[src/rtl/sirt_pkg.sv]
`default_nettype none

package sirt_pkg;

    localparam int NUM_W           = 32;
    localparam int CHAR_W          = 8;
    localparam int LEN_W           = 6;
    localparam int LANES           = 32;
    localparam int DIGIT_W         = 5;
    localparam int CNT_W           = 5;
    localparam int STEP_W          = 4;
    localparam int CFG_DATA_W      = 64;
    localparam int CFG_IDX_W       = 3;
    localparam int SYMS_PER_REG    = 8;
    localparam int MAX_SYMBOLS_DEF = 32;

    localparam logic [CFG_IDX_W-1:0] REG_BASE_LENGTH  = 3'd0;
    localparam logic [CFG_IDX_W-1:0] REG_SYMBOLS_LOW  = 3'd1;

    localparam logic [CHAR_W-1:0] CHAR_PLUS    = 8'h2B;
    localparam logic [CHAR_W-1:0] CHAR_MINUS   = 8'h2D;
    localparam logic [CHAR_W-1:0] CHAR_NEWLINE = 8'h0A;
    localparam logic [CHAR_W-1:0] CHAR_NUL     = 8'h00;

    localparam logic [LEN_W-1:0] MIN_RADIX = 6'd2;

    typedef logic [STEP_W-1:0] step_t;

    localparam step_t STEP_IDLE   = 4'd0;
    localparam step_t STEP_LEN    = 4'd1;
    localparam step_t STEP_SCAN   = 4'd2;
    localparam step_t STEP_VERD   = 4'd3;
    localparam step_t STEP_CONV   = 4'd4;
    localparam step_t STEP_SIGN   = 4'd5;
    localparam step_t STEP_DIGIT  = 4'd6;
    localparam step_t STEP_NL     = 4'd7;
    localparam step_t STEP_ERR    = 4'd8;

    typedef enum logic [3:0] {
        OP_NONE,
        OP_LOAD,
        OP_CLEAR,
        OP_SCAN,
        OP_CONV,
        OP_SIGN,
        OP_DIGIT,
        OP_NL,
        OP_ERR
    } op_t;

    typedef enum logic [2:0] {
        C_NEVER,
        C_ALWAYS,
        C_NO_ITEM,
        C_LEN_BAD,
        C_SCAN_MORE,
        C_BAD,
        C_CONV_MORE,
        C_DIGIT_MORE
    } cond_t;

    typedef struct packed {
        op_t   op;
        logic  hold;
        cond_t cond;
        step_t target;
    } ucode_t;

    typedef struct packed {
        logic clear;
        logic shift;
    } lane_ctrl_t;

    function automatic ucode_t ucode_rom(input step_t step);
        ucode_t w;
        case (step)
            STEP_IDLE:  w = '{op: OP_LOAD,  hold: 1'b0, cond: C_NO_ITEM,    target: STEP_IDLE};
            STEP_LEN:   w = '{op: OP_CLEAR, hold: 1'b0, cond: C_LEN_BAD,    target: STEP_ERR};
            STEP_SCAN:  w = '{op: OP_SCAN,  hold: 1'b0, cond: C_SCAN_MORE,  target: STEP_SCAN};
            STEP_VERD:  w = '{op: OP_CLEAR, hold: 1'b0, cond: C_BAD,        target: STEP_ERR};
            STEP_CONV:  w = '{op: OP_CONV,  hold: 1'b0, cond: C_CONV_MORE,  target: STEP_CONV};
            STEP_SIGN:  w = '{op: OP_SIGN,  hold: 1'b1, cond: C_NEVER,      target: STEP_IDLE};
            STEP_DIGIT: w = '{op: OP_DIGIT, hold: 1'b1, cond: C_DIGIT_MORE, target: STEP_DIGIT};
            STEP_NL:    w = '{op: OP_NL,    hold: 1'b1, cond: C_ALWAYS,     target: STEP_IDLE};
            STEP_ERR:   w = '{op: OP_ERR,   hold: 1'b1, cond: C_ALWAYS,     target: STEP_IDLE};
            default:    w = '{op: OP_NONE,  hold: 1'b0, cond: C_ALWAYS,     target: STEP_IDLE};
        endcase
        return w;
    endfunction

endpackage

`default_nettype wire

[src/rtl/sirt_radix_lanes.sv]
`default_nettype none

module sirt_radix_lanes import sirt_pkg::*; (
    input  wire logic               aclk,
    input  wire logic               aresetn,
    input  wire lane_ctrl_t         ctrl,
    input  wire logic               bit_in,
    input  wire logic [LEN_W-1:0]   radix,
    input  wire logic [DIGIT_W-1:0] rd_idx,
    output logic      [DIGIT_W-1:0] rd_digit,
    output logic      [LEN_W-1:0]   digit_count
);

    logic [DIGIT_W-1:0] lane_reg  [LANES];
    logic [DIGIT_W-1:0] lane_next [LANES];
    logic [LANES-1:0]   gen;
    logic [LANES-1:0]   prop;
    logic [LANES-1:0]   carry;
    logic [LANES:0]     csum;
    logic [LEN_W-1:0]   count_reg;
    logic [LEN_W-1:0]   count_next;
    logic               top_carry;

    // each lane doubles its digit and adds the carry from below; a lane
    // generates a carry if 2d >= radix and passes one on if 2d+1 == radix
    always_comb begin
        logic [LEN_W-1:0] sum6;
        for (int k = 0; k < LANES; k++) begin
            gen[k]  = ({lane_reg[k], 1'b0} >= radix);
            prop[k] = !gen[k] && ({lane_reg[k], 1'b1} == radix);
        end
        // carry chain resolved by one adder
        csum  = {1'b0, gen | prop} + {1'b0, gen} + {{LANES{1'b0}}, bit_in};
        carry = csum[LANES-1:0] ^ prop;
        for (int k = 0; k < LANES; k++) begin
            sum6 = {lane_reg[k], carry[k]};
            if (gen[k] || (prop[k] && carry[k])) begin
                sum6 = sum6 - radix;
            end
            lane_next[k] = sum6[DIGIT_W-1:0];
        end
    end

    // digits in use grow by one when a carry reaches the first unused lane
    always_comb begin
        top_carry = 1'b0;
        if (count_reg < LEN_W'(LANES)) begin
            top_carry = carry[count_reg[DIGIT_W-1:0]];
        end
        count_next = count_reg + {{(LEN_W-1){1'b0}}, top_carry};
    end

    always_ff @(posedge aclk) begin
        if (ctrl.clear) begin
            for (int k = 0; k < LANES; k++) begin
                lane_reg[k] <= '0;
            end
        end else if (ctrl.shift) begin
            for (int k = 0; k < LANES; k++) begin
                lane_reg[k] <= lane_next[k];
            end
        end
    end

    always_ff @(posedge aclk) begin
        if (!aresetn) begin
            count_reg <= LEN_W'(1);
        end else if (ctrl.clear) begin
            count_reg <= LEN_W'(1);
        end else if (ctrl.shift) begin
            count_reg <= count_next;
        end
    end

    assign rd_digit    = lane_reg[rd_idx];
    assign digit_count = count_reg;

    a_count_range: assert property (@(posedge aclk) disable iff (!aresetn)
        (count_reg != '0) && (count_reg <= LEN_W'(LANES)))
        else $error("digit count out of range");

    a_count_step: assert property (@(posedge aclk) disable iff (!aresetn)
        ctrl.shift && !ctrl.clear |=> (count_reg - $past(count_reg)) <= LEN_W'(1))
        else $error("digit count jumped");

    a_no_overflow: assert property (@(posedge aclk) disable iff (!aresetn)
        ctrl.shift && !ctrl.clear && (radix >= MIN_RADIX) |-> !csum[LANES])
        else $error("carry left the top lane");

endmodule

`default_nettype wire

[src/rtl/signed_integer_to_radix_text.sv]
`default_nettype none

// the first character follows the input transfer after the length check, symbol checks,
// verdict, 32 lane-update steps and the sign step; without a minus sign it is a digit
// one number at a time: a new number is taken only once the last character of the
// previous result is registered; pace set by the 32-step radix lane update and one
// character per cycle out when not stalled; an invalid base gives a single result
// reset: synchronous, active low; clears config registers (base invalid) and the sequencer

module signed_integer_to_radix_text import sirt_pkg::*; #(
    parameter int MAX_SYMBOLS = MAX_SYMBOLS_DEF
) (
    input  wire logic                  aclk,
    input  wire logic                  aresetn,
    // number
    input  wire logic [NUM_W-1:0]      s_tdata,
    input  wire logic                  s_tvalid,
    output logic                       s_tready,
    // character
    output logic      [CHAR_W-1:0]     m_tdata,
    // bad_base
    output logic                       m_tuser,
    output logic                       m_tlast,
    output logic                       m_tvalid,
    input  wire logic                  m_tready,
    input  wire logic                  cfg_we,
    input  wire logic [CFG_IDX_W-1:0]  cfg_index,
    input  wire logic [CFG_DATA_W-1:0] cfg_data
);

    localparam int SYM_IDX_W = $clog2(MAX_SYMBOLS);

    logic [LEN_W-1:0]     base_len_reg;
    logic [CHAR_W-1:0]    sym_reg [MAX_SYMBOLS];

    step_t                step_reg, step_next;
    logic [CNT_W-1:0]     cnt_reg, cnt_next;
    logic                 bad_reg, bad_next;
    logic                 neg_reg, neg_next;
    logic [NUM_W-1:0]     mag_reg, mag_next;
    logic                 m_tvalid_reg, m_tvalid_next;
    logic [CHAR_W-1:0]    char_reg, char_next;
    logic                 bad_out_reg, bad_out_next;
    logic                 last_reg, last_next;

    ucode_t               ucode;
    logic                 out_free;
    logic                 emit_want;
    logic                 emit;
    logic                 stall;
    logic                 accept;
    logic                 cond_hit;
    logic                 len_bad;
    logic [SYM_IDX_W-1:0] rd_idx;
    logic [CHAR_W-1:0]    sym_cur;
    logic                 dup_hit;
    logic                 sym_bad;
    lane_ctrl_t           lane_ctrl;
    logic [DIGIT_W-1:0]   lane_digit;
    logic [LEN_W-1:0]     digit_count;

    // configuration registers
    always_ff @(posedge aclk) begin
        if (!aresetn) begin
            base_len_reg <= '0;
        end else if (cfg_we && cfg_index == REG_BASE_LENGTH) begin
            base_len_reg <= cfg_data[LEN_W-1:0];
        end
    end

    for (genvar k = 0; k < MAX_SYMBOLS; k++) begin : g_sym
        localparam logic [CFG_IDX_W-1:0] SymReg = REG_SYMBOLS_LOW + CFG_IDX_W'(k / SYMS_PER_REG);
        localparam int SymLsb = CHAR_W * (k % SYMS_PER_REG);
        always_ff @(posedge aclk) begin
            if (!aresetn) begin
                sym_reg[k] <= '0;
            end else if (cfg_we && cfg_index == SymReg) begin
                sym_reg[k] <= cfg_data[SymLsb +: CHAR_W];
            end
        end
    end

    // one symbol read port, shared by the check and the digit output
    always_comb begin
        if (ucode.op == OP_SCAN) begin
            rd_idx = cnt_reg[SYM_IDX_W-1:0];
        end else begin
            rd_idx = lane_digit[SYM_IDX_W-1:0];
        end
        sym_cur = CHAR_NUL;
        if (int'(rd_idx) < MAX_SYMBOLS) begin
            sym_cur = sym_reg[rd_idx];
        end
    end

    // symbol under check against every later symbol in use
    always_comb begin
        dup_hit = 1'b0;
        for (int j = 0; j < MAX_SYMBOLS; j++) begin
            if (j > int'(cnt_reg) && j < int'(base_len_reg) && sym_reg[j] == sym_cur) begin
                dup_hit = 1'b1;
            end
        end
        sym_bad = dup_hit || sym_cur == CHAR_PLUS || sym_cur == CHAR_MINUS
                  || sym_cur == CHAR_NUL;
    end

    assign len_bad = (base_len_reg < MIN_RADIX) || (base_len_reg > LEN_W'(MAX_SYMBOLS));

    // sequencer
    always_comb begin
        ucode    = ucode_rom(step_reg);
        out_free = !m_tvalid_reg || m_tready;
        unique case (ucode.op)
            OP_SIGN:                   emit_want = neg_reg;
            OP_DIGIT, OP_NL, OP_ERR:   emit_want = 1'b1;
            default:                   emit_want = 1'b0;
        endcase
        stall    = ucode.hold && emit_want && !out_free;
        emit     = emit_want && out_free;
        s_tready = (ucode.op == OP_LOAD);
        accept   = s_tvalid && s_tready;

        unique case (ucode.cond)
            C_NEVER:      cond_hit = 1'b0;
            C_ALWAYS:     cond_hit = 1'b1;
            C_NO_ITEM:    cond_hit = !s_tvalid;
            C_LEN_BAD:    cond_hit = len_bad;
            C_SCAN_MORE:  cond_hit = {1'b0, cnt_reg} != (base_len_reg - LEN_W'(1));
            C_BAD:        cond_hit = bad_reg;
            C_CONV_MORE:  cond_hit = cnt_reg != CNT_W'(LANES - 1);
            C_DIGIT_MORE: cond_hit = cnt_reg != '0;
            default:      cond_hit = 1'b0;
        endcase

        if (stall) begin
            step_next = step_reg;
        end else if (cond_hit) begin
            step_next = ucode.target;
        end else begin
            step_next = step_reg + STEP_W'(1);
        end
    end

    // datapath actions
    always_comb begin
        cnt_next        = cnt_reg;
        bad_next        = bad_reg;
        neg_next        = neg_reg;
        mag_next        = mag_reg;
        char_next       = char_reg;
        bad_out_next    = bad_out_reg;
        last_next       = last_reg;
        lane_ctrl.clear = 1'b0;
        lane_ctrl.shift = 1'b0;

        unique case (ucode.op)
            OP_LOAD: begin
                if (accept) begin
                    neg_next        = s_tdata[NUM_W-1];
                    mag_next        = s_tdata[NUM_W-1] ? (NUM_W'(0) - s_tdata) : s_tdata;
                    lane_ctrl.clear = 1'b1;
                end
            end
            OP_CLEAR: begin
                cnt_next = '0;
                if (step_reg == STEP_LEN) begin
                    bad_next = 1'b0;
                end
            end
            OP_SCAN: begin
                bad_next = bad_reg || sym_bad;
                cnt_next = cnt_reg + CNT_W'(1);
            end
            OP_CONV: begin
                lane_ctrl.shift = 1'b1;
                mag_next        = {mag_reg[NUM_W-2:0], 1'b0};
                cnt_next        = cnt_reg + CNT_W'(1);
            end
            OP_SIGN: begin
                if (!stall) begin
                    cnt_next = CNT_W'(digit_count - LEN_W'(1));
                end
                if (emit) begin
                    char_next    = CHAR_MINUS;
                    bad_out_next = 1'b0;
                    last_next    = 1'b0;
                end
            end
            OP_DIGIT: begin
                if (emit) begin
                    char_next    = sym_cur;
                    bad_out_next = 1'b0;
                    last_next    = 1'b0;
                    cnt_next     = cnt_reg - CNT_W'(1);
                end
            end
            OP_NL: begin
                if (emit) begin
                    char_next    = CHAR_NEWLINE;
                    bad_out_next = 1'b0;
                    last_next    = 1'b1;
                end
            end
            OP_ERR: begin
                if (emit) begin
                    char_next    = CHAR_NUL;
                    bad_out_next = 1'b1;
                    last_next    = 1'b1;
                end
            end
            default: begin
            end
        endcase

        if (emit) begin
            m_tvalid_next = 1'b1;
        end else if (m_tready) begin
            m_tvalid_next = 1'b0;
        end else begin
            m_tvalid_next = m_tvalid_reg;
        end
    end

    always_ff @(posedge aclk) begin
        if (!aresetn) begin
            step_reg     <= STEP_IDLE;
            cnt_reg      <= '0;
            bad_reg      <= 1'b0;
            m_tvalid_reg <= 1'b0;
        end else begin
            step_reg     <= step_next;
            cnt_reg      <= cnt_next;
            bad_reg      <= bad_next;
            m_tvalid_reg <= m_tvalid_next;
        end
    end

    always_ff @(posedge aclk) begin
        neg_reg     <= neg_next;
        mag_reg     <= mag_next;
        char_reg    <= char_next;
        bad_out_reg <= bad_out_next;
        last_reg    <= last_next;
    end

    sirt_radix_lanes u_lanes (
        .aclk        (aclk),
        .aresetn     (aresetn),
        .ctrl        (lane_ctrl),
        .bit_in      (mag_reg[NUM_W-1]),
        .radix       (base_len_reg),
        .rd_idx      (cnt_reg),
        .rd_digit    (lane_digit),
        .digit_count (digit_count)
    );

    assign m_tdata  = char_reg;
    assign m_tuser  = bad_out_reg;
    assign m_tlast  = last_reg;
    assign m_tvalid = m_tvalid_reg;

    a_err_shape: assert property (@(posedge aclk) disable iff (!aresetn)
        m_tvalid && m_tuser |-> m_tlast && (m_tdata == CHAR_NUL))
        else $error("error result carries a character");

    a_last_newline: assert property (@(posedge aclk) disable iff (!aresetn)
        m_tvalid && !m_tuser && m_tlast |-> (m_tdata == CHAR_NEWLINE))
        else $error("final character is not a newline");

    a_digit_index: assert property (@(posedge aclk) disable iff (!aresetn)
        (step_reg == STEP_DIGIT) |-> ({1'b0, cnt_reg} < digit_count))
        else $error("digit index beyond digits in use");

    a_conv_radix: assert property (@(posedge aclk) disable iff (!aresetn)
        (step_reg == STEP_CONV) |-> !len_bad && !bad_reg)
        else $error("conversion started with an invalid base");

endmodule

`default_nettype wire
[config.mk]
export PLATFORM = sky130hd
export DESIGN_NAME = signed_integer_to_radix_text
export DESIGN_NICKNAME = d
export VERILOG_FILES = /design/src/rtl/sirt_pkg.sv /design/src/rtl/sirt_radix_lanes.sv /design/src/rtl/signed_integer_to_radix_text.sv
export SDC_FILE = /design/constraint.sdc
export NUM_CORES = 2
export LEC_CHECK = 0
export ABC_CLOCK_PERIOD_IN_PS = 25600
export BUFFER_PORTS_ARGS = -buffer_cell sky130_fd_sc_hd__buf_2
export CORE_MARGIN = 8
export CORE_UTILIZATION = 50
export CTS_CLUSTER_SIZE = 24
export DETAILED_ROUTE_END_ITERATION = 12
export PLACE_DENSITY = 0.71
export SETUP_SLACK_MARGIN = 0.5
export SYNTH_ARGS = -nofsm -noshare
export SYNTH_HDL_FRONTEND = slang
export SYNTH_SLANG_ARGS = --single-unit
[constraint.sdc]
create_clock -name aclk -period 25.6 [get_ports aclk]
set_clock_uncertainty 0.2 [all_clocks]
set_input_delay 2.56 -clock aclk [delete_from_list [all_inputs] [get_ports aclk]]
set_output_delay 2.56 -clock aclk [all_outputs]
set_load 0.02 [all_outputs]
Word level (Yosys, flattened, before mapping)
Memories as Yosys holds them, arrays and structs flattened. A register that Yosys moved wholly into a read port is not among the register bits.
Index checks and enable logic that the tools add are counted.
{ "word_totals": {"out_inout_bits": 12, "rom_bits": 176, "inputBits": 104, "reg_bits": 66, "mem_bits_rw": 416, "memories": 3, "word_cells": 727} }
{ "op_classes": {"reduce_logical": 232, "magnitude_cmp": 98, "bitwise_logic": 67, "n_eq_ne": 97, "n_addsub": 41, "n_mux": 178} }
{ "mem_list": {"columns": ["memory", "words", "width", "read_ports", "rd_ports_with_merged_regs", "write_ports", "line_no", "rtl"], "rows": [
  ["sym_reg", 32, 8, 32, 0, 32, "signed_integer_to_radix_text.sv:34", "logic [CHAR_W-1:0] sym_reg [MAX_SYMBOLS];"],
  ["(no name shown)", 16, 11, 1, 1, 0, "sirt_pkg.sv:76", "case (step)"],
  ["u_lanes.lane_reg", 32, 5, 33, 1, 32, "sirt_radix_lanes.sv:14", "logic [DIGIT_W-1:0] lane_reg [LANES];"]
]} }
{ "op_table": {"columns": ["op", "count"], "rows": [
  ["5-bit two-way mux", 69],
  ["8-bit two-way mux", 36],
  ["8-bit == test", 31],
  ["6-bit == test", 32],
  ["6-bit greater-or-equal comparator", 32],
  ["5-bit subtractor", 32],
  ["1-bit logical AND", 135],
  ["5-bit by 6-bit less-than comparator with 1-bit output (first input constant)", 16],
  ["5-bit greater-than comparator (first input constant)", 16],
  ["32-bit two-way mux", 2],
  ["1-bit OR", 64],
  ["32-bit case mux with 2 select lines", 1],
  ["1-bit two-way mux", 59],
  ["4-bit by 6-bit less-than comparator with 1-bit output (first input constant)", 8],
  ["4-bit by 5-bit greater-than comparator with 1-bit output (first input constant)", 8],
  ["1-bit logical OR", 38],
  ["1-bit logical NOT", 35],
  ["32-bit by 1-bit adder with 32-bit output", 1],
  ["32-bit adder", 1],
  ["32-bit OR", 1],
  ["8-bit case mux with 4 select lines", 1],
  ["1-bit by 32-bit subtractor with 32-bit output (first input constant)", 1],
  ["32-bit bitwise XOR", 1],
  ["3-bit by 6-bit less-than comparator with 1-bit output (first input constant)", 4],
  ["other kinds (42)", 89]
]} }

Logic depth before layout (Yosys ltp)
An unclocked memory read counts as a cell.
{ "logic_depth": {"word_depth": 41, "ltp_mapped": 32, "depth_no_buf": 31} }

By module
From an unflattened synthesis, not the netlist that was laid out.
{ "unflattened": {"cells_unflattened": 3636, "hier_area_um2": 37268.2} }
{ "modules_own_cells": {"columns": ["module", "seq_area_each_um2", "area_each_um2", "cells_per_inst", "instances"], "rows": [
  ["signed_integer_to_radix_text", 9539.1, 19494.9, 1772, 1],
  ["sirt_radix_lanes", 4924.7, 17773.3, 1864, 1]
]} }

Worst setup path before layout
Ideal clock, no wire load.
{ "synth_timing": {"path_kind": "register -> register", "startpoint": "reg base_len_reg[1]", "endpoint": "reg u_lanes.count_reg[5], in the netlist u_lanes.digit_count[5]", "slack_ps": 16784, "period_less_slack_ps": 8816, "setup_time_ps": 70, "t_arrival_ps": 8546, "required_ps": 25330, "path_buffers": 1, "stages_incl_launch_ff": 30, "cell_sequence": "dfxtp_1 > clkbuf_1 > inv_1 > ha_1 > a21oi_1 > o221ai_1 > nor3_1 > ha_1 > or2_2 > ha_1 > o21ai_0 > a31oi_1 > inv_1 > a311o_1 > a211o_1 > a2111oi_0 > o21ai_0 > a31oi_1 > nor3_1 > o21ai_0 > a21oi_1 > xor2_1 > ha_1 > mux4_2 > mux4_2 > a211oi_1 > ha_1 > nand4_1 > or3_1 > a21oi_1"} }
{ "synth_between": {"elab_chain_len": 11, "word_cells_on_any_way": 136, "classes_between": "3 x add/sub; 32 x order compare; 32 x eq/ne; 3 x mux; 2 x bitwise; 64 x reduce/logical"} }
{ "synth_rtl": {"columns": ["element", "line_no", "rtl"], "rows": [
  ["from (decl)", "signed_integer_to_radix_text.sv:33", "logic [LEN_W-1:0] base_len_reg;"],
  ["from (signal assigned)", "signed_integer_to_radix_text.sv:67", "base_len_reg <= cfg_data[LEN_W-1:0];"],
  ["6-bit greater-or-equal comparator", "sirt_radix_lanes.sv:29", "gen[k] = ({lane_reg[k], 1'b0} >= radix);"],
  ["1-bit logical NOT", "sirt_radix_lanes.sv:30", "prop[k] = !gen[k] && ({lane_reg[k], 1'b1} == radix);"],
  ["1-bit logical AND", "sirt_radix_lanes.sv:30", null],
  ["32-bit OR", "sirt_radix_lanes.sv:33", "csum = {1'b0, gen | prop} + {1'b0, gen} + {{LANES{1'b0}}, bit_in};"],
  ["32-bit adder", "sirt_radix_lanes.sv:33", null],
  ["32-bit by 1-bit adder with 32-bit output", "sirt_radix_lanes.sv:33", null],
  ["32-bit bitwise XOR *", "sirt_radix_lanes.sv:34", "carry = csum[LANES-1:0] ^ prop;"],
  ["1-bit binary-select mux with 5-bit select *", "sirt_radix_lanes.sv:48", "top_carry = carry[count_reg[DIGIT_W-1:0]];"],
  ["1-bit two-way mux (implied by the code) *", "sirt_radix_lanes.sv:48", null],
  ["1-bit two-way mux *", "sirt_radix_lanes.sv:47", "if (count_reg < LEN_W'(LANES)) begin"],
  ["6-bit by 1-bit adder with 6-bit output *", "sirt_radix_lanes.sv:50", "count_next = count_reg + {{(LEN_W-1){1'b0}}, top_carry};"],
  ["to (signal assigned)", "sirt_radix_lanes.sv:71", "count_reg <= count_next;"],
  ["to (decl)", "sirt_radix_lanes.sv:20", "logic [LEN_W-1:0] count_reg;"]
]} }
Every way passes the cells marked *; elsewhere a longest branch is shown, timed or not. The select of a mux whose other input is x is not followed.
A chain may end at the register's enable or synchronous reset.

Final worst setup path
Ends and elaborated chain as after synthesis.

==> impl_metrics.yaml <==
placement:
  portBuffers: 115
  place_hpwl_mm: 74.3
  place.gp.congestion: 0.925
  post_dp_cell_area_sq_um: 38400
setup_path:
  arrival_ns: 9.53
  reg2reg_from: "base_len_reg[1]"
  cp_num_buf_inv: 3
  crit_family: "compound AO/OA/AOI/OAI gates"
  cp.depth: 29
  cp_slowest_cell: "buf_4"
  path_class: "flop to flop"
  crit_top_cell: "ha_1"
  required_ns: 25.96
  reg2reg_depth: 29
  critPathMaxStageDelay_ns: 0.81
  endpoint_kind: "flop"
  reg2reg_slack_ns: 16.44
  crit_path_start_kind: "flop"
  reg2reg_to: "u_lanes.digit_count[5]"
  worstPathMaxFanout: 42
clocking:
  clkTransAtPathRegs_ns: 0.06
  cts_tree: "done"
  clk_latency_ns: 0.66
  clockBufferDepth: 3
  ctsHtreeMaxLevel: 2
  post-cts-setup-buffers: 0
  post_cts_resized: 0
  clock_sinks: 498
  cts_buffers: 57
  cts-root-buf: "clkbuf_16"
  cts_hold_buf: 0
cells_and_area:
  largest_reg_flops: 256
  final_cell_area_sq_um: 40300
  nFillCells: 6413
  drive_gt1_share_pct: 9.17
  layout.nets: 4168
  area_growth_pct: 8.72
synth:
  ys_types: 88
  syn_inst: 3748
  yosysSeqAreaShare_pct: 39.2
  yosysWarnings: 0
  synth_top_cell_area_share_pct: 37.1
  ys.flop_type: "edfxtp_1"
  ys_ff_latch: 498
  synth.net_count: 4125
  synth.cell_area_sq_um: 37100
  synth.avg_cell_area_sq_um: 9.90
  synthTopCellsByArea: "edfxtp_1 (37%), ha_1 (8.1%), xor2_1 (5.9%)"
  synth_edf_count: 459
  yosysMostFrequentCell: "edfxtp_1"
  synth_common_cells: "edfxtp_1 (459), nor2_1 (378), a21oi_1 (306)"
  synthArstFlopShare_pct: 0
  synth_top_cell_by_area: "edfxtp_1"
sta:
  finalHoldViolCount: 0
  min_period_over_period_pct: 35.8
  whs_ns: 0.296
  fmax_mhz: 109
  worst_slew_pin_slew_ns: 1.12
  tns_ns: 0
  setup_viol: 0
  max_slew_margin_pct: 24.6
  fin_crit_ns: 9.16
  maxSlewViolCount: 0
  rsz0062_at_grt: "false"
min_path:
  worstHoldPathCells: 2
  hold_class: "flop to flop"
  hp-start: "u_lanes.digit_count[5]"
  hold-path-endpoint: "u_lanes.digit_count[5]"
pwr:
  p_comb_share_pct: 63.4
  peakVddDrop_mv: 0.140
  p_sw_mw: 2.79
  p_clk_share_pct: 14.6
  cellPowerDensity_nw_per_um2: 142
  leakage_nw: 15.4
  seqPwrFrac_pct: 22.0
  internal_power_mw: 2.95
  power_switching_share_pct: 48.6
drt:
  wl_mm: 107
  post_drt_wl_per_cell_microns: 22.3
  firstDrtPassIters: 6
  drc_errors: 0
  antenna_left: 0
  vias: 29300
  drt_iter0_markers: 3217
  drt-vias-per-instance: 6.09
job:
  drv_cap: 0
die:
  die_w_microns: 288
  io_pins: 116
  die_area_sq_um: 83200
  die_h_microns: 288
  start_util_pct: 50.2
  rows: 100
  fp.coreArea_sq_um: 73900
global_routing:
  grt_max_degree: 91
  grt_antenna_before_repair: 11
  grt_pass1_vias: 28300
  grt_use_total_pct: 25.4
  grt_pass1_wl_mm: 166
  overflow: 0
outcome:
  outcome: "completed"
## worst register-to-register path, delay by kind of cell, from the launching register on
kind	cells	cell delay (ns)
DFF	1	0.33
and+or+nand+nor	5	1.10
muxes	2	0.96
buffers and inverters	3	1.47
AOI/OAI and AO/OA	14	3.61
adders and majority gates	5	1.41
## routing by layer
layer / track usage, % / routed length (microns) / vias up
li1: - / - / 13600
met1: 35.6 / 46000 / 14000
met2: 39.0 / 47100 / 1370
met3: 5.09 / 10300 / 252
met4: 8.64 / 3780 / 8
met5: 0 / 50 / -
## placed cells by master, fill, tap and decap left out, drive strengths merged, types with 147 or more instances in the layout
cell type	instances
xor2	252
a21oi	307
and2	268
xnor2	159
ha	241
edfxtp	459
nand2	260
nor2	378
buf	162
inv	147
## how the worst max path moves through the flow
stage / from / to / slack [ns]
2_1_floorplan: base_len_reg[1] / u_lanes.digit_count[5] / 16.78
3_3_place_gp: base_len_reg[1] / u_lanes.digit_count[5] / 16.59
3_5_place_dp: base_len_reg[1] / u_lanes.digit_count[5] / 16.52
4_1_cts: base_len_reg[1] / u_lanes.digit_count[5] / 16.44
5_1_grt: base_len_reg[1] / u_lanes.digit_count[5] / 15.65
6_report: base_len_reg[1] / u_lanes.digit_count[5] / 16.44
## power by group through the flow
| stage | Clock (mW) | Combinational [mW] | Sequential (mW) |
|---|---|---|---|
| 2_1_floorplan | 0 | 2.81 | 1.21 |
| 3_3_place_gp | 0 | 3.52 | 1.27 |
| 3_5_place_dp | 0 | 3.55 | 1.27 |
| 4_1_cts | 0.845 | 3.57 | 1.25 |
| 5_1_grt | 0.874 | 3.92 | 1.27 |
| 6_report | 0.838 | 3.64 | 1.26 |
## cell type report
cell class	instances	area, sq um	share of cell area (%)
Sequential cell	498	14600	36.1
Clock inverter	29	359	0.890
Antenna cell	4	10.0	0.0248
Clock buffer	76	1530	3.79
Timing Repair Buffer	162	928	2.30
Multi-Input combinational cell	2926	21200	52.5
Tap cell	969	1210	3.01
Inverter	146	548	1.36
## cells by family after synthesis
family	after synthesis	share of synthesized area, %
AND/OR/NAND/NOR	1313	17.9
AO/OA/AOI/OAI	795	13.6
flip-flops	498	39.2
XOR/XNOR	411	9.70
buffers and inverters	324	4.01
adder cells (fa/ha/maj)	273	9.85
multiplexers	134	5.65
## through the flow
step	utilization (%)	cells	total power [mW]	worst slack, ns
finish	54.6	4810	5.74	16.44
global placement	52.0	4701	4.78	16.59
CTS	54.5	4806	5.67	16.44
detailed placement	52.0	4701	4.82	16.52
floorplan	-	3748	4.02	16.78
global route	54.5	4806	6.06	15.65
Power figures use the tool's default switching activity.
